### src/hdl/assert_macros.svh
// Assertion macros shared by the RTL of the ECDH key-exchange parser.
// No dependencies; compiled out when SYNTHESIS is defined.
`ifndef ASSERT_MACROS_SVH
`define ASSERT_MACROS_SVH
`ifndef SYNTHESIS
`define TEPP_ASSERT(lbl, clk, rst_n, prop, msg) \
    lbl: assert property (@(posedge clk) disable iff (!(rst_n)) (prop)) else $error(msg);
`define TEPP_ASSERT_NEVER(lbl, clk, rst_n, expr, msg) \
    lbl: assert property (@(posedge clk) disable iff (!(rst_n)) !(expr)) else $error(msg);
`else
`define TEPP_ASSERT(lbl, clk, rst_n, prop, msg)
`define TEPP_ASSERT_NEVER(lbl, clk, rst_n, expr, msg)
`endif
`endif

### src/hdl/tepp_pkg.sv
// Types and codes for the ECDH key-exchange parser.
// No dependencies; imported by tls_ecdh_params_parser_core.
package tepp_pkg;

    localparam logic [1:0] CMD_NEXT   = 2'd0;
    localparam logic [1:0] CMD_SERVER = 2'd1;
    localparam logic [1:0] CMD_CLIENT = 2'd2;

    localparam logic [3:0] FK_CURVE_TYPE = 4'd0;
    localparam logic [3:0] FK_CURVE_HI   = 4'd1;
    localparam logic [3:0] FK_CURVE_LO   = 4'd2;
    localparam logic [3:0] FK_POINT_LEN  = 4'd3;
    localparam logic [3:0] FK_POINT      = 4'd4;
    localparam logic [3:0] FK_HASH_ALGO  = 4'd5;
    localparam logic [3:0] FK_SIG_ALGO   = 4'd6;
    localparam logic [3:0] FK_HLEN_HI    = 4'd7;
    localparam logic [3:0] FK_HLEN_LO    = 4'd8;
    localparam logic [3:0] FK_HASH       = 4'd9;
    localparam logic [3:0] FK_TRAILING   = 4'd10;
    localparam logic [3:0] FK_SKIPPED    = 4'd11;

    localparam logic [1:0] ERR_NONE       = 2'd0;
    localparam logic [1:0] ERR_POINT_LONG = 2'd1;
    localparam logic [1:0] ERR_HASH_LONG  = 2'd2;
    localparam logic [1:0] ERR_BEYOND_LEN = 2'd3;

    localparam logic [7:0]  CURVE_TYPE_NAMED = 8'd3;
    localparam logic [15:0] CURVE_NAMED_END  = 16'd26;
    localparam logic [15:0] CURVE_EXTRA_A    = 16'hFF01;
    localparam logic [15:0] CURVE_EXTRA_B    = 16'hFF02;

    typedef enum logic [3:0] {
        PH_IDLE,
        PH_CTYPE,
        PH_CURVE_HI,
        PH_CURVE_LO,
        PH_PLEN,
        PH_POINT,
        PH_HALGO,
        PH_SALGO,
        PH_HLEN_HI,
        PH_HLEN_LO,
        PH_HASH,
        PH_TRAIL,
        PH_SKIP
    } t_phase;

    typedef struct packed {
        logic [1:0]  cmd;
        logic [7:0]  data_byte;
        logic [15:0] msg_length;
    } t_in_word;

    typedef struct packed {
        logic [3:0]  field_kind;
        logic [7:0]  data_out;
        logic        field_last;
        logic [15:0] curve_id;
        logic        curve_known;
        logic [7:0]  point_length;
        logic [15:0] hash_length;
        logic [1:0]  error_code;
        logic        message_done;
    } t_out_word;

endpackage

### src/hdl/tls_ecdh_params_parser_core.sv
// ECDH key-exchange message parser: classes each byte by field, one word per cycle while results are taken.
// Depends on tepp_pkg and assert_macros.svh.
//
//  channel  valid        ready        word
//  input    i_in_valid   o_in_ready   i_in_word  (cmd, data_byte, msg_length)
//  output   o_out_valid  i_out_ready  o_out_word (field class and saved values)
//
// One input word per cycle while results are taken; a byte's result appears in the cycle after acceptance.
// The phase, counter and result word are computed in a single combinational pass and registered together.
// Start commands update state and give no result; unused commands are ignored and give no result.
// o_in_ready drops only while a held result is not taken.
// Reset returns the parser to idle with all saved values cleared.
module tls_ecdh_params_parser_core (
    input  logic                 i_clk,
    input  logic                 i_rst_n,
    input  logic                 i_in_valid,
    output logic                 o_in_ready,
    input  tepp_pkg::t_in_word   i_in_word,
    output logic                 o_out_valid,
    input  logic                 i_out_ready,
    output tepp_pkg::t_out_word  o_out_word
);
    import tepp_pkg::*;

    t_phase      r_phase, n_phase;
    logic [15:0] r_bytes_remaining, n_bytes_remaining;
    logic [15:0] r_field_remaining, n_field_remaining;
    logic [7:0]  r_high_byte_latch, n_high_byte_latch;
    logic [15:0] r_saved_curve, n_saved_curve;
    logic [7:0]  r_saved_point_len, n_saved_point_len;
    logic [15:0] r_saved_hash_len, n_saved_hash_len;
    logic        r_is_client, n_is_client;
    logic        r_out_valid, n_out_valid;
    t_out_word   r_out_word, n_out_word;

    logic        w_accept;
    logic        w_result;
    logic [7:0]  w_byte;
    logic [15:0] w_rem;
    logic [15:0] w_hash_len;
    logic [3:0]  w_kind;
    logic        w_last;
    logic [1:0]  w_err;
    logic        w_done;
    logic        w_known;

    assign o_in_ready  = !r_out_valid || i_out_ready;
    assign w_accept    = i_in_valid && o_in_ready;
    assign w_result    = w_accept && (i_in_word.cmd == CMD_NEXT);
    assign w_byte      = i_in_word.data_byte;
    assign w_rem       = r_bytes_remaining - 16'd1;
    assign w_hash_len  = {r_high_byte_latch, w_byte};
    assign o_out_valid = r_out_valid;
    assign o_out_word  = r_out_word;

    always_comb begin
        n_phase           = r_phase;
        n_bytes_remaining = r_bytes_remaining;
        n_field_remaining = r_field_remaining;
        n_high_byte_latch = r_high_byte_latch;
        n_saved_curve     = r_saved_curve;
        n_saved_point_len = r_saved_point_len;
        n_saved_hash_len  = r_saved_hash_len;
        n_is_client       = r_is_client;
        w_kind            = FK_SKIPPED;
        w_last            = 1'b0;
        w_err             = ERR_NONE;
        w_done            = 1'b0;
        if (w_accept) begin
            case (i_in_word.cmd)
                CMD_SERVER, CMD_CLIENT: begin
                    n_field_remaining = '0;
                    n_high_byte_latch = '0;
                    n_saved_curve     = '0;
                    n_saved_point_len = '0;
                    n_saved_hash_len  = '0;
                    n_bytes_remaining = i_in_word.msg_length;
                    n_is_client       = (i_in_word.cmd == CMD_CLIENT);
                    n_phase           = (i_in_word.cmd == CMD_CLIENT) ? PH_PLEN : PH_CTYPE;
                end
                CMD_NEXT: begin
                    if (r_phase == PH_IDLE) begin
                        w_kind = FK_SKIPPED;
                    end else if (r_bytes_remaining == 16'd0) begin
                        w_kind  = FK_TRAILING;
                        w_err   = ERR_BEYOND_LEN;
                        n_phase = PH_IDLE;
                    end else begin
                        n_bytes_remaining = w_rem;
                        case (r_phase)
                            PH_CTYPE: begin
                                w_kind = FK_CURVE_TYPE;
                                w_last = 1'b1;
                                if (w_byte == CURVE_TYPE_NAMED) begin
                                    n_phase = PH_CURVE_HI;
                                end else begin
                                    n_phase = PH_SKIP;
                                    w_done  = 1'b1;
                                end
                            end
                            PH_CURVE_HI: begin
                                w_kind            = FK_CURVE_HI;
                                n_high_byte_latch = w_byte;
                                n_phase           = PH_CURVE_LO;
                            end
                            PH_CURVE_LO: begin
                                w_kind        = FK_CURVE_LO;
                                w_last        = 1'b1;
                                n_saved_curve = {r_high_byte_latch, w_byte};
                                n_phase       = PH_PLEN;
                            end
                            PH_PLEN: begin
                                w_kind            = FK_POINT_LEN;
                                w_last            = 1'b1;
                                n_saved_point_len = w_byte;
                                if ({8'd0, w_byte} > w_rem) begin
                                    w_err   = ERR_POINT_LONG;
                                    n_phase = PH_IDLE;
                                end else if (w_byte == 8'd0) begin
                                    w_done  = r_is_client;
                                    n_phase = r_is_client ? PH_TRAIL : PH_HALGO;
                                end else begin
                                    n_field_remaining = {8'd0, w_byte};
                                    n_phase           = PH_POINT;
                                end
                            end
                            PH_POINT: begin
                                w_kind            = FK_POINT;
                                n_field_remaining = r_field_remaining - 16'd1;
                                if (r_field_remaining == 16'd1) begin
                                    w_last  = 1'b1;
                                    w_done  = r_is_client;
                                    n_phase = r_is_client ? PH_TRAIL : PH_HALGO;
                                end
                            end
                            PH_HALGO: begin
                                w_kind  = FK_HASH_ALGO;
                                w_last  = 1'b1;
                                n_phase = PH_SALGO;
                            end
                            PH_SALGO: begin
                                w_kind  = FK_SIG_ALGO;
                                w_last  = 1'b1;
                                n_phase = PH_HLEN_HI;
                            end
                            PH_HLEN_HI: begin
                                w_kind            = FK_HLEN_HI;
                                n_high_byte_latch = w_byte;
                                n_phase           = PH_HLEN_LO;
                            end
                            PH_HLEN_LO: begin
                                w_kind           = FK_HLEN_LO;
                                w_last           = 1'b1;
                                n_saved_hash_len = w_hash_len;
                                if (w_hash_len > w_rem) begin
                                    w_err   = ERR_HASH_LONG;
                                    n_phase = PH_IDLE;
                                end else if (w_hash_len == 16'd0) begin
                                    w_done  = 1'b1;
                                    n_phase = PH_TRAIL;
                                end else begin
                                    n_field_remaining = w_hash_len;
                                    n_phase           = PH_HASH;
                                end
                            end
                            PH_HASH: begin
                                w_kind            = FK_HASH;
                                n_field_remaining = r_field_remaining - 16'd1;
                                if (r_field_remaining == 16'd1) begin
                                    w_last  = 1'b1;
                                    w_done  = 1'b1;
                                    n_phase = PH_TRAIL;
                                end
                            end
                            PH_TRAIL: begin
                                w_kind = FK_TRAILING;
                            end
                            default: begin
                                w_kind = FK_SKIPPED;
                            end
                        endcase
                    end
                end
                default: begin
                end
            endcase
        end
    end

    always_comb begin
        w_known = ((n_saved_curve != 16'd0) && (n_saved_curve < CURVE_NAMED_END))
               || (n_saved_curve == CURVE_EXTRA_A) || (n_saved_curve == CURVE_EXTRA_B);
        n_out_word.field_kind   = w_kind;
        n_out_word.data_out     = w_byte;
        n_out_word.field_last   = w_last;
        n_out_word.curve_id     = n_saved_curve;
        n_out_word.curve_known  = w_known;
        n_out_word.point_length = n_saved_point_len;
        n_out_word.hash_length  = n_saved_hash_len;
        n_out_word.error_code   = w_err;
        n_out_word.message_done = w_done;
        n_out_valid             = w_result ? 1'b1 : (r_out_valid && !i_out_ready);
    end

    always_ff @(posedge i_clk) begin
        if (!i_rst_n) begin
            r_phase           <= PH_IDLE;
            r_bytes_remaining <= '0;
            r_field_remaining <= '0;
            r_high_byte_latch <= '0;
            r_saved_curve     <= '0;
            r_saved_point_len <= '0;
            r_saved_hash_len  <= '0;
            r_is_client       <= 1'b0;
            r_out_valid       <= 1'b0;
        end else begin
            r_phase           <= n_phase;
            r_bytes_remaining <= n_bytes_remaining;
            r_field_remaining <= n_field_remaining;
            r_high_byte_latch <= n_high_byte_latch;
            r_saved_curve     <= n_saved_curve;
            r_saved_point_len <= n_saved_point_len;
            r_saved_hash_len  <= n_saved_hash_len;
            r_is_client       <= n_is_client;
            r_out_valid       <= n_out_valid;
        end
    end

    always_ff @(posedge i_clk) begin
        if (w_result) begin
            r_out_word <= n_out_word;
        end
    end

`include "assert_macros.svh"

    `TEPP_ASSERT(a_err_goes_idle, i_clk, i_rst_n, (w_result && (w_err != ERR_NONE)) |=> (r_phase == PH_IDLE), "error did not stop parsing")
    `TEPP_ASSERT(a_field_count_live, i_clk, i_rst_n, ((r_phase == PH_POINT) || (r_phase == PH_HASH)) |-> (r_field_remaining != 16'd0), "field count empty inside a field")
    `TEPP_ASSERT(a_done_is_last, i_clk, i_rst_n, (r_out_valid && r_out_word.message_done) |-> r_out_word.field_last, "message done off a field end")
    `TEPP_ASSERT(a_start_no_result, i_clk, i_rst_n, (w_accept && (i_in_word.cmd != CMD_NEXT)) |=> !r_out_valid, "command word produced a result")

endmodule

### config.mk
export PLATFORM = sky130hd
export DESIGN_NAME = tls_ecdh_params_parser_core
export DESIGN_NICKNAME = d
export VERILOG_FILES = /design/src/hdl/tepp_pkg.sv /design/src/hdl/tls_ecdh_params_parser_core.sv
export VERILOG_INCLUDE_DIRS = /design/src /design/src/hdl
export SDC_FILE = /design/constraint.sdc
export NUM_CORES = 1
export LEC_CHECK = 0
export BUFFER_PORTS_ARGS = -buffer_cell sky130_fd_sc_hd__buf_2
export CORE_MARGIN = 2
export CORE_UTILIZATION = 40
export CTS_CLUSTER_DIAMETER = 120
export DETAILED_ROUTE_END_ITERATION = 12
export MAX_ROUTING_LAYER = met4
export PLACE_DENSITY = 0.67
export SYNTH_ARGS = -nofsm -noshare
export SYNTH_HDL_FRONTEND = slang
export SYNTH_SLANG_ARGS = --single-unit
### constraint.sdc
create_clock -name i_clk -period 5.4 [get_ports i_clk]
set_input_delay 1.08 -clock i_clk [delete_from_list [all_inputs] [get_ports i_clk]]
set_output_delay 1.08 -clock i_clk [all_outputs]
set_load 0.005 [all_outputs]
* Word level (Yosys, flattened, before mapping)
Index checks and enable logic that the tools add are counted.
Word-level totals: output and inout port bits 59, logic and storage cells 140, flip-flop bits (word level) 143
Operators by class: bitwise gates (word level) 2, eq/ne operators 28, $add $sub $neg 2, muxes and demuxes 59, reduce and logical (&&, ||, !) cells 27, $lt $le $gt $ge 3
Operators by type and width (count):
- 2-to-1 mux 16 bit | 16
- case mux 16 bit (2 select lines) | 4
- 2-to-1 mux 8 bit | 7
- case mux 16 bit (3 select lines) | 1
- case mux 4 bit (11 select lines) | 1
- case mux 4 bit (10 select lines) | 1
- 2-to-1 mux 4 bit | 9
- equality test 16 bit, second input constant | 2
- logical NOT 16 bit | 2
- case mux 8 bit (2 select lines) | 2
- subtractor 16 x 1 -> 16 bit, second input constant | 2
- equality test 16 x 1 -> 1 bit, second input constant | 1
- equality test 4 x 3 -> 1 bit, second input constant | 4
- equality test 4 bit, second input constant | 4
- > comparator 16 bit | 1
- > comparator 8 x 16 -> 1 bit | 1
- less-than comparator 16 x 5 -> 1 bit, second input constant | 1
- nonzero test 16 bit | 1
- != test 12 x 1 -> 1 bit, second input constant | 1
- != test 3 bit, second input constant | 4
- 2-to-1 mux 1 bit | 11
- AND reduction 9 bit | 1
- equality test 4 x 2 -> 1 bit, second input constant | 2
- equality test 8 x 2 -> 1 bit, second input constant | 1
- other kinds (28) | 41

* Depth between registers and ports, before layout
Gate-level depths: netlist of the first run.
depth in word-level cells 10, gate-level depth with buffers 15, gate-level depth less buffers 13

* Least setup slack after synthesis of the first run
Ideal clock, no wire load.
kind in2reg, from input port i_in_word[24] in the netlist's numbering, to register r_saved_hash_len[10], path slack 0.861 ns, data arrival time 4.480 ns, cell stages on the path 10, library setup time 0.059 ns, required time 5.341 ns, path through inv_1 ha_1 clkbuf_1 and3_1 and2_1 nand2_1 nor3_1 clkbuf_1 a22o_1 and2_1
On the way: word-level cells in the longest chain between the ends 4
Ends and longest elaborated chain:
- start, declared | line tls_ecdh_params_parser_core.sv:18 | input tepp_pkg::t_in_word i_in_word,
- equality test 2 bit or equality test 2 x 1 -> 1 bit (tied branches) | line tls_ecdh_params_parser_core.sv:70 | case (i_in_word.cmd)
- OR reduction 2 bit | line tls_ecdh_params_parser_core.sv:70
- case mux 16 bit (2 select lines) * | line tls_ecdh_params_parser_core.sv:70
- 2-to-1 mux 16 bit * | line tls_ecdh_params_parser_core.sv:69 | if (w_accept) begin
- net n_saved_hash_len[10] | line tls_ecdh_params_parser_core.sv:31 | logic [15:0] r_saved_hash_len, n_saved_hash_len;
- end signal, assigned | line tls_ecdh_params_parser_core.sv:223 | r_saved_hash_len <= n_saved_hash_len;
- end, declared | line tls_ecdh_params_parser_core.sv:31
The timed path passes the listed nets; every way through them passes the cells marked *. A chain may end at the register's enable or synchronous reset.

* Worst setup path in the final report of the first run
from register r_bytes_remaining[0], to register r_field_remaining[2]
On the way: word-level cells in the longest chain between the ends 4
Ends and longest elaborated chain:
- start, declared | line tls_ecdh_params_parser_core.sv:26 | logic [15:0] r_bytes_remaining, n_bytes_remaining;
- start signal, assigned | line tls_ecdh_params_parser_core.sv:218 | r_bytes_remaining <= n_bytes_remaining;
- subtractor 16 x 1 -> 16 bit | line tls_ecdh_params_parser_core.sv:51 | assign w_rem = r_bytes_remaining - 16'd1;
- > comparator 16 bit or > comparator 8 x 16 -> 1 bit (tied branches) | line tls_ecdh_params_parser_core.sv:155, tls_ecdh_params_parser_core.sv:116
- != test 3 bit (no source line)
- AND reduction 9 bit (no source line) *
- end signal, assigned | line tls_ecdh_params_parser_core.sv:219 | r_field_remaining <= n_field_remaining;
- end, declared | line tls_ecdh_params_parser_core.sv:27 | logic [15:0] r_field_remaining, n_field_remaining;
Every way passes the cells marked *; elsewhere a longest branch is shown, timed or not.

==> results of run 1 <==
## registers in the layout, indices dropped and copies added (netlist names)
signal and count:
o_out_word 57, r_bytes_remaining 16, r_high_byte_latch 8, r_phase 4
o_out_valid 1, r_saved_curve 16, r_saved_hash_len 16, r_saved_point_len 8
r_field_remaining 16, r_is_client 1
## worst paths after layout
path / start / to / slack [ns] / depth (start not counted)
setup / recovery: r_bytes_remaining[0]$_SDFFE_PN0P_ / r_field_remaining[2]$_SDFFE_PN0P_ / 0.77 / 14
hold / removal: r_field_remaining[5]$_SDFFE_PN0P_ / r_field_remaining[5]$_SDFFE_PN0P_ / 0.47 / 2
setup reg to reg: r_bytes_remaining[0]$_SDFFE_PN0P_ / r_field_remaining[2]$_SDFFE_PN0P_ / 0.77 / 14
hold reg to reg: r_field_remaining[5]$_SDFFE_PN0P_ / r_field_remaining[5]$_SDFFE_PN0P_ / 0.47 / 2
## critical path, stage by stage (launching register included)
cell,delay (ns)
dfxtp_1,0.33
inv_1,0.14
ha_1,0.25
or3b_1,0.55
or4b_2,0.74
xnor2_1,0.16
ha_1,0.29
nand4_1,0.15
nor3_1,0.32
nand3_1,0.19
and3_1,0.23
a211oi_2,0.21
buf_4,0.26
and2_1,0.50
o211ai_1,0.17
## metrics by stage
stage          worst slack, ns  std cells  cell area, µm²  util [%]
3_5_place_dp             0.810       1101            8170      43.8
3_3_place_gp             0.909       1101            8170      43.8
4_1_cts                  0.821       1133            8750      47.0
2_1_floorplan            0.861        821            7550         -
5_1_grt                  0.520       1133            8750      47.0
6_report                 0.774       1133            8750      47.0
## metal layers
layer	wire [µm]	share of wire, %
met2	8830	44
met4	482	2.4
met3	1530	7.7
met5	0	0
met1	9000	45
## logic make-up after synthesis
kind of cell             count (synthesis)  share of synthesized area (%)
multiplexers                            14                           1.87
adder cells (fa/ha/maj)                 26                           4.31
XOR/XNOR                                21                           2.43
buffers and inverters                   68                           3.58
AO/OA/AOI/OAI                          201                           17.8
flip-flops                             143                           45.4
AND/OR/NAND/NOR                        348                           24.5
## Yosys cell counts, types with 11 or more instances
master and number:
nor2b_1 18, and2_1 58, nor4_1 11, nand3_1 18
edfxtp_1 57, nor2_1 67, o21ai_1 11, nand4_1 21
dfxtp_1 86, o21ai_0 37, clkbuf_1 37, nand2_1 89
o211ai_1 13, inv_1 16, mux2i_1 13, xnor2_1 15
nor3_1 17, a21oi_1 45, a22o_1 20, ha_1 26
## area by class of cell
type                    instances  area (µm²)  area share, %
clock buffers                  18         439           5.02
clock inverters                14         145           1.66
inverters                      17        63.8          0.729
multi-input cells             610        3870           44.2
flip-flops and latches        143        3430           39.2
well taps                     234         293           3.34
repair buffers                 97         508           5.80
## power breakdown
| group | total (W) | leakage (nW) | switching, W | internal (W) |
|---|---|---|---|---|
| Sequential | 0.00117 | 1.24 | 0.0000274 | 0.00114 |
| Combinational | 0.000441 | 1.88 | 0.000280 | 0.000162 |
| Clock | 0.00116 | 0.284 | 0.000501 | 0.000663 |
==> flow_summary.json, run 1 <==
{
  "cp_data_arrival_time_ns": 4.92,
  "first_global_vias": 5963,
  "ys_dominant_reg_cell": "dfxtp_1",
  "core_area_mm2": 0.0186,
  "start_util_pct": 40.5,
  "via_per_inst": 5.74,
  "p_total_w": 0.00278,
  "clock_latency_ns": 0.43,
  "final_common_cell": "nand2_1",
  "globalplace.congestion": 0.952,
  "mostFrequentLayoutCells": "89 x nand2_1, 88 x buf_2, 86 x dfxtp_1",
  "port_buffers": 88,
  "use_met1_pct": 27.6,
  "synth_top_area_cell": "dfxtp_1",
  "dp_hpwl_um": 13800,
  "hold_class": "reg2reg",
  "synth_seq_cells": 143,
  "rsz0062_at_grt": "no",
  "synth_area_per_cell_um2": 9.20,
  "postRouteAntennaNets": 0,
  "drc": 0,
  "synthArstFlopShare_pct": 0,
  "p_leak_nw": 3.41,
  "cts_buffer_depth": 2,
  "io_pins": 89,
  "grt-busiest-layer": "met2",
  "syn_nets": 877,
  "vias": 6504,
  "routed_wirelength_um": 19900,
  "synth_area_leaders": "dfxtp_1 23%, edfxtp_1 23%, and2_1 4.8%, nand2_1 4.4%, ha_1 4.3%",
  "cp_max_fo": 19,
  "report.final.slew_viol_count": 0,
  "worstSetupEndpointType": "register",
  "ir_worst_vdd_uv": 200,
  "synth_edf_count": 57,
  "fill_cells": 1790,
  "synthDistinctLibCells": 75,
  "cts_inserted_buffers": 17,
  "post_cts_resized": 0,
  "rows": 50,
  "synthCells": 821,
  "outcome": "completed",
  "grt_start_max_net_pins": 58,
  "num_antenna_cells": 0,
  "setup_viol": 0,
  "slew_headroom_pct": 33.4,
  "cts_tree": "built",
  "fmax_ghz": 0.216,
  "power_density_mw_per_mm2": 317,
  "met3_usage_pct": 4.29,
  "dr.pass1.iters": 5,
  "postCtsSetupBuffers": 0,
  "syn2layout_area_growth_pct": 15.9,
  "clk_pin_slew_ns": 0.07,
  "track_usage_pct": 20.3,
  "root_buffer": "clkbuf_16",
  "grt_pass1_wl_um": 31100,
  "grt_use_met2_pct": 30.3,
  "netlist_area_mm2": 0.00755,
  "die_y_um": 141,
  "period_share_pct": 85.7,
  "final_hold_viol_count": 0,
  "cap_viol_max_count": 0,
  "yosysWarnings": 0,
  "synth_top_area_share_pct": 22.8,
  "dieArea_mm2": 0.0200,
  "fin_skew_ns": 0.0105,
  "tns_ns": 0,
  "grt-ovfl-total": 0,
  "antenna_found_initial": 0,
  "htree_levels": 4,
  "die_w_um": 141,
  "finalNetCount": 942,
  "post_drt_wl_per_cell_um": 17.5,
  "period_needed_ns": 4.63,
  "hold_buffers": 0,
  "crit_path_start_kind": "register",
  "crit_type": "reg2reg",
  "clock-sinks": 143,
  "crit_required_ns": 5.69,
  "tightest_slew_ns": 0.999,
  "drive_gt1_share_pct": 16.8,
  "drtIter0Drc": 558,
  "ys_seq_area_share_pct": 45.4,
  "whs_ns": 0.474
}
Power figures use the tool's default switching activity.
==> run 2, diff against run 1 <==
Settings changed: GPL_ROUTABILITY_DRIVEN set to 0, RECOVER_POWER set to 50.
==> run 2 against run 1 <==
Against the previous run:
- total power is 0.80% lower
- the run now ends with max-capacitance violations, max-slew violations left
- global-route usage increased by 0.16 points
- critical path depth fell by 9
- count of clock-buffer cells in the layout is 1 lower
- hold slack worse by 0.0045 ns
- largest power group unchanged
- non-clock buffer count shrank 1
- first-iteration DRC count down 3.6%
- via count decreased by 0.92%
- sequential cell count stayed put
==> flow_summary.json, run 2 (synthesis results as in run 1) <==
{
  "outcome": "complete, but fails checks",
  "violations": "max-capacitance violations, max-slew violations",
  "mostFrequentLayoutCells": "89 x nand2_1, 86 x dfxtp_1, 67 x nor2_1",
  "grt-ovfl-total": 0,
  "cp_max_fo": 57,
  "fill_cells": 1823,
  "period_needed_ns": 4.45,
  "r2r_slack_ns": 0.97,
  "die_y_um": 141,
  "tns_ns": 0,
  "rr_worst_depth": 13,
  "cts_buffer_depth": 2,
  "fmax_ghz": 0.225,
  "cp_num_cells": 5,
  "ir_worst_vdd_uv": 225,
  "rows": 50,
  "cp-startpoint": "i_in_word[24]",
  "die_w_um": 141,
  "clock-sinks": 143,
  "crit_path_start_kind": "primary input",
  "num_antenna_cells": 0,
  "cp_data_arrival_time_ns": 4.43,
  "dp_hpwl_um": 13600,
  "grt_start_max_net_pins": 58,
  "core_area_mm2": 0.0186,
  "htree_levels": 4,
  "post_cts_resized": 0,
  "postRouteAntennaNets": 0,
  "track_usage_pct": 20.5,
  "crit_top_cell": "clkbuf_1",
  "power_density_mw_per_mm2": 317,
  "reg2reg_to": "r_field_remaining[10]$_SDFFE_PN0P_",
  "syn2layout_area_growth_pct": 14.9,
  "rr_startpoint": "r_bytes_remaining[0]$_SDFFE_PN0P_",
  "period_share_pct": 82.5,
  "routed_wirelength_um": 19900,
  "endpoint": "o_out_word[10]$_DFFE_PP_",
  "post_drt_wl_per_cell_um": 17.6,
  "hold_class": "reg2reg",
  "cts_tree": "built",
  "start_util_pct": 40.5,
  "clock_latency_ns": 0.43,
  "post_dp_cell_area_mm2": 0.00816,
  "final_area_mm2": 0.00868,
  "antenna_found_initial": 0,
  "fin_skew_ns": 0.0128,
  "crit_chain": "clkbuf_1 > inv_1 > ha_1 > and3_2 > clkbuf_1",
  "worstSetupEndpointType": "register",
  "via_per_inst": 5.69,
  "rsz0062_at_grt": "no",
  "final_common_cell": "nand2_1",
  "multi_input_area_mm2": 0.00385,
  "cpLargestDelayFamily": "buffers and inverters",
  "root_buffer": "clkbuf_16",
  "dieArea_mm2": 0.0200,
  "postCtsSetupBuffers": 0,
  "grt_pass1_wl_um": 31300,
  "drc": 0,
  "report.final.slew_viol_count": 58,
  "ff_latch_area_mm2": 0.00343,
  "cap_viol_max_count": 1,
  "cts_inserted_buffers": 17,
  "hold_buffers": 0,
  "drive_gt1_share_pct": 12.8,
  "finalNetCount": 941,
  "slew_headroom_pct": -110,
  "final_hold_viol_count": 0,
  "largest_register_ffs": 57,
  "port_buffers": 88,
  "crit_required_ns": 5.37,
  "p_leak_nw": 3.30,
  "drtIter0Drc": 538,
  "clk_pin_slew_ns": 0.06,
  "cp_slowest_cell": "clkbuf_1",
  "path_buf_inv": 3,
  "crit_type": "in2reg",
  "tightest_slew_ns": 3.14,
  "first_global_vias": 5870,
  "crit_path_max_incr_delay_ns": 2.22,
  "setup_viol": 0,
  "io_pins": 89,
  "dr.pass1.iters": 6,
  "vias": 6444
}
-- run 2: how the worst min path moves through the flow --
stage,start,endpoint,cells after the start
after detailed placement,r_field_remaining[5]$_SDFFE_PN0P_,r_field_remaining[5]$_SDFFE_PN0P_,2
after global placement,r_field_remaining[5]$_SDFFE_PN0P_,r_field_remaining[5]$_SDFFE_PN0P_,2
after CTS,r_field_remaining[5]$_SDFFE_PN0P_,r_field_remaining[5]$_SDFFE_PN0P_,2
after floorplan,r_field_remaining[5]$_SDFFE_PN0P_,r_field_remaining[5]$_SDFFE_PN0P_,2
after global routing,r_field_remaining[5]$_SDFFE_PN0P_,r_field_remaining[5]$_SDFFE_PN0P_,2
final,r_field_remaining[5]$_SDFFE_PN0P_,r_field_remaining[5]$_SDFFE_PN0P_,2
-- run 2: metrics by stage --
step                hold WS (ns)  instances  total power (W)  setup slack [ns]  util, %
CTS                        0.474       1132          0.00277              1.03     46.9
detailed placement         0.465       1100          0.00163              1.04     43.8
global placement           0.463       1100          0.00163              1.14     43.8
finish                     0.470       1132          0.00275             0.946     46.6
global route               0.511       1132          0.00287             0.693     46.6
floorplan                  0.441        821          0.00151             0.861        -
-- run 2: metal layers --
metal	GRT usage [%]	share of wire (%)
met5	-	0
met4	8.05	2.6
met3	4.18	7.1
met2	30.7	44
met1	27.3	46
-- run 2: tightest hold or removal path, cell delays in order, from the launching register on --
cell,delay (ns)
dfxtp_1,0.32
nand2_1,0.06
o21ai_1,0.05
-- run 2: where the power goes --
part	leakage, nW	switching (W)	internal, W
Combinational	1.78	0.000276	0.000157
Sequential	1.24	0.0000278	0.00114
Clock	0.283	0.000500	0.000649
Total	3.30	0.000804	0.00195
-- run 2: area by class of cell --
| type | instances | share of cell area, % |
|---|---|---|
| clock buffer | 17 | 4.90 |
| timing repair buffer | 96 | 5.27 |
| tap | 234 | 3.37 |
| clock inverter | 15 | 1.79 |
| sequential | 143 | 39.5 |
| inverter | 17 | 0.735 |
| multi-input combinational | 610 | 44.4 |
==> run 3, diff against run 2 <==
Settings changed: ABC_AREA set to 1, PLACE_DENSITY 0.67 to 0.69.
Clock period 5.4 ns to 3.6 ns, I/O delays scaled along.
==> run 3 against run 2 <==
Against the previous run:
- the run ends with max-capacitance violations left
- synthesized cell count rose by 25%
- critical path depth up 13
- global-route usage increased by 0.37 points
- synthesized area increased by 4.4%
- register-to-register slack worse by 0.56 ns
- design area rose by 4.5%
- first-iteration DRC count rose by 2.2%
- sequential cell count unchanged
- non-clock buffer count grew 4
- critical path type is now reg2reg
- sequential share of layout area is 1.7 points lower
- largest cell class unchanged
==> flow_summary.json, run 3 <==
{
  "antenna_found_initial": 0,
  "crit_chain": "inv_1 > ha_1 > inv_1 > nor2_4 > nand2_1 > xor2_1 > inv_1 > ha_1 > nand2_1 > nor4_2 > nand2_1 > nand2_1 > nand2_1 > a21oi_4 > buf_4 > nand3_2 > nand2_1 > nor2_1",
  "synthArstFlopShare_pct": 0,
  "core_area_mm2": 0.0194,
  "dr_wl_met3_um": 1520,
  "drc": 0,
  "crit_path_max_incr_delay_ns": 0.33,
  "dp_hpwl_um": 14800,
  "ir_worst_vdd_uv": 356,
  "cp_max_fo": 14,
  "first_global_vias": 6583,
  "cpLargestDelayFamily": "simple AND/OR/NAND/NOR gates",
  "finalNetCount": 1170,
  "hold_class": "reg2reg",
  "period_needed_ns": 3.19,
  "netlist_area_mm2": 0.00789,
  "tightest_slew_ns": 1.49,
  "report.final.slew_viol_count": 0,
  "rows": 51,
  "tns_ns": 0,
  "mostFrequentLayoutCells": "246 x nand2_1, 124 x nor2_1, 109 x inv_1",
  "synth_commonest_cells": "244 x nand2_1, 123 x nor2_1, 107 x inv_1",
  "syn_nets": 1086,
  "synthCells": 1030,
  "met1_length_um": 9430,
  "p_seq_share_pct": 40.4,
  "cts_inserted_buffers": 17,
  "crit_path_start_kind": "register",
  "cp_data_arrival_time_ns": 3.47,
  "synth_top_area_share_pct": 21.8,
  "largest_register_ffs": 57,
  "path_buf_inv": 4,
  "die_y_um": 144,
  "holdCritStartpoint": "r_saved_hash_len[8]$_SDFF_PN0_",
  "drive_gt1_share_pct": 12.3,
  "synth_top_area_cell": "dfxtp_1",
  "grt_pass1_wl_um": 32900,
  "p_leak_nw": 3.96,
  "clk_pin_slew_ns": 0.06,
  "ys_seq_area_share_pct": 43.5,
  "synth.most_common_cell": "nand2_1",
  "maxUsedRoutingLayer": "met4",
  "clock-sinks": 143,
  "routed_wirelength_um": 20700,
  "cts_tree": "built",
  "syn2layout_area_growth_pct": 15.0,
  "root_buffer": "clkbuf_16",
  "synth_area_per_cell_um2": 7.66,
  "reg2reg_to": "r_field_remaining[6]$_SDFFE_PN0P_",
  "clockPowerShare_pct": 39.0,
  "min_to": "r_saved_hash_len[8]$_SDFF_PN0_",
  "final_common_cell": "nand2_1",
  "num_antenna_cells": 0,
  "cp_slowest_cell": "ha_1",
  "ys_dominant_reg_cell": "dfxtp_1",
  "drtIter0Drc": 550,
  "start_util_pct": 40.7,
  "postRouteAntennaNets": 0,
  "rr_worst_depth": 18,
  "slew_headroom_pct": 0.552,
  "track_usage_pct": 20.9,
  "crit_required_ns": 3.87,
  "final_hold_viol_count": 0,
  "synth_area_leaders": "dfxtp_1 22%, edfxtp_1 22%, nand2_1 12%, nor2_1 5.9%, inv_1 5.1%",
  "cap_viol_max_count": 1,
  "clock_latency_ns": 0.43,
  "fin_skew_ns": 0.0115,
  "violations": "max-capacitance violations",
  "synth_edf_count": 57,
  "postCtsSetupBuffers": 0,
  "r2r_slack_ns": 0.41,
  "grt-ovfl-total": 0,
  "rsz0062_at_grt": "no",
  "p_int_w": 0.00308,
  "synth_seq_cells": 143,
  "whs_ns": 0.488,
  "worstSetupEndpointType": "register",
  "htree_levels": 4,
  "fmax_ghz": 0.313,
  "io_pins": 89,
  "p_switching_w": 0.00141,
  "synthDistinctLibCells": 44,
  "rr_startpoint": "r_bytes_remaining[0]$_SDFFE_PN0P_",
  "dieArea_mm2": 0.0209,
  "die_w_um": 144,
  "period_share_pct": 88.7,
  "post_drt_wl_per_cell_um": 14.9,
  "dr.pass1.iters": 6,
  "p_sw_share_pct": 31.4,
  "grt_start_max_net_pins": 58,
  "cts_buffer_depth": 2,
  "vias": 7195,
  "via_per_inst": 5.17,
  "yosysWarnings": 0,
  "power_density_mw_per_mm2": 495,
  "outcome": "complete, but fails checks",
  "hold_path_depth": 2,
  "met2WireLength_um": 9210,
  "comb_power_share_pct": 20.6,
  "crit_top_cell": "nand2_1",
  "port_buffers": 88,
  "crit_type": "reg2reg",
  "setup_viol": 0
}
-- run 3: cell types whose count changed after synthesis, moves of 20 or more --
cell and delta:
nor2_1 +56, inv_1 +91, a22o_1 -20, and2_1 -58, nand3_1 +26, a21oi_1 +35
o21ai_0 +27, nand2_1 +155
-- run 3: cells by family (layout without fill, tap and decap cells) --
family                     Yosys count  in the layout  share of synthesized area, %
and+or+nand+nor                    489            489                          28.2
AOI/OAI and AO/OA                  207            207                          15.0
buffers and inverters              156            253                          8.14
DFF                                143            143                          43.5
adders and majority gates           26             26                          4.12
xor gates and xnor gates             9              9                         0.999
-- run 3: area by class of cell --
| class | instances | area (µm²) |
|---|---|---|
| clock buffers | 17 | 425 |
| clock inverters | 15 | 156 |
| repair buffers | 100 | 460 |
| fillers | 1940 | 10300 |
| well taps | 265 | 332 |
| multi-input cells | 731 | 3810 |
| inverters | 121 | 457 |
| flip-flops and latches | 143 | 3430 |
-- run 3: power by group through the flow --
stage	sequential [W]	combinational, W	clock, W
after floorplan	0.00183	0.000699	0
after global placement	0.00184	0.000906	0
after detailed placement	0.00184	0.000917	0
after CTS	0.00181	0.000922	0.00176
after global routing	0.00182	0.00104	0.00183
final	0.00181	0.000926	0.00175
-- run 3: per-stage QoR --
stage / setup WS (ns) / total power, W / instance area, µm² / cells / util [%]
2_1_floorplan: 0.397 / 0.00253 / 7900 / 1030 / -
3_3_place_gp: 0.500 / 0.00275 / 8570 / 1360 / 44.2
3_5_place_dp: 0.374 / 0.00276 / 8570 / 1360 / 44.2
4_1_cts: 0.358 / 0.00449 / 9150 / 1392 / 47.2
5_1_grt: 0.0385 / 0.00469 / 9070 / 1392 / 46.8
6_report: 0.408 / 0.00449 / 9070 / 1392 / 46.8
-- run 3: timing repair --
item	in CTS	in global routing
endpoints found under the hold margin	0	0
resized for setup	0	1
endpoints found under the setup margin	0	5
hold buffers	0	0
-- run 3: worst reg2reg max path, cell delays in order (launching register included) --
cell	delay [ns]
dfxtp_1	0.31
inv_1	0.17
ha_1	0.33
inv_1	0.11
nor2_4	0.12
nand2_1	0.07
xor2_1	0.17
inv_1	0.06
ha_1	0.27
nand2_1	0.08
nor4_2	0.31
nand2_1	0.12
nand2_1	0.16
nand2_1	0.12
a21oi_4	0.17
buf_4	0.26
nand3_2	0.09
nand2_1	0.08
nor2_1	0.04
-- run 3: how the worst max path moves through the flow --
| stage | from | cells after the start | slack (ns) | endpoint |
|---|---|---|---|---|
| 2_1_floorplan | i_in_word[24] | 13 | 0.40 | r_field_remaining[5]$_SDFFE_PN0P_ |
| 3_3_place_gp | r_bytes_remaining[0]$_SDFFE_PN0P_ | 18 | 0.50 | r_field_remaining[6]$_SDFFE_PN0P_ |
| 3_5_place_dp | r_bytes_remaining[0]$_SDFFE_PN0P_ | 18 | 0.37 | r_field_remaining[6]$_SDFFE_PN0P_ |
| 4_1_cts | r_bytes_remaining[0]$_SDFFE_PN0P_ | 18 | 0.36 | r_field_remaining[6]$_SDFFE_PN0P_ |
| 5_1_grt | r_bytes_remaining[0]$_SDFFE_PN0P_ | 18 | 0.04 | r_field_remaining[3]$_SDFFE_PN0P_ |
| 6_report | r_bytes_remaining[0]$_SDFFE_PN0P_ | 18 | 0.41 | r_field_remaining[6]$_SDFFE_PN0P_ |
-- run 3: per-layer routing --
metal | track usage [%] | vias to the layer above
met1 | 27.4 | 3266
met3 | 3.84 | 45
met4 | 7.72 | 0
li1 | - | 3590
met2 | 32.2 | 294
met5 | - | -
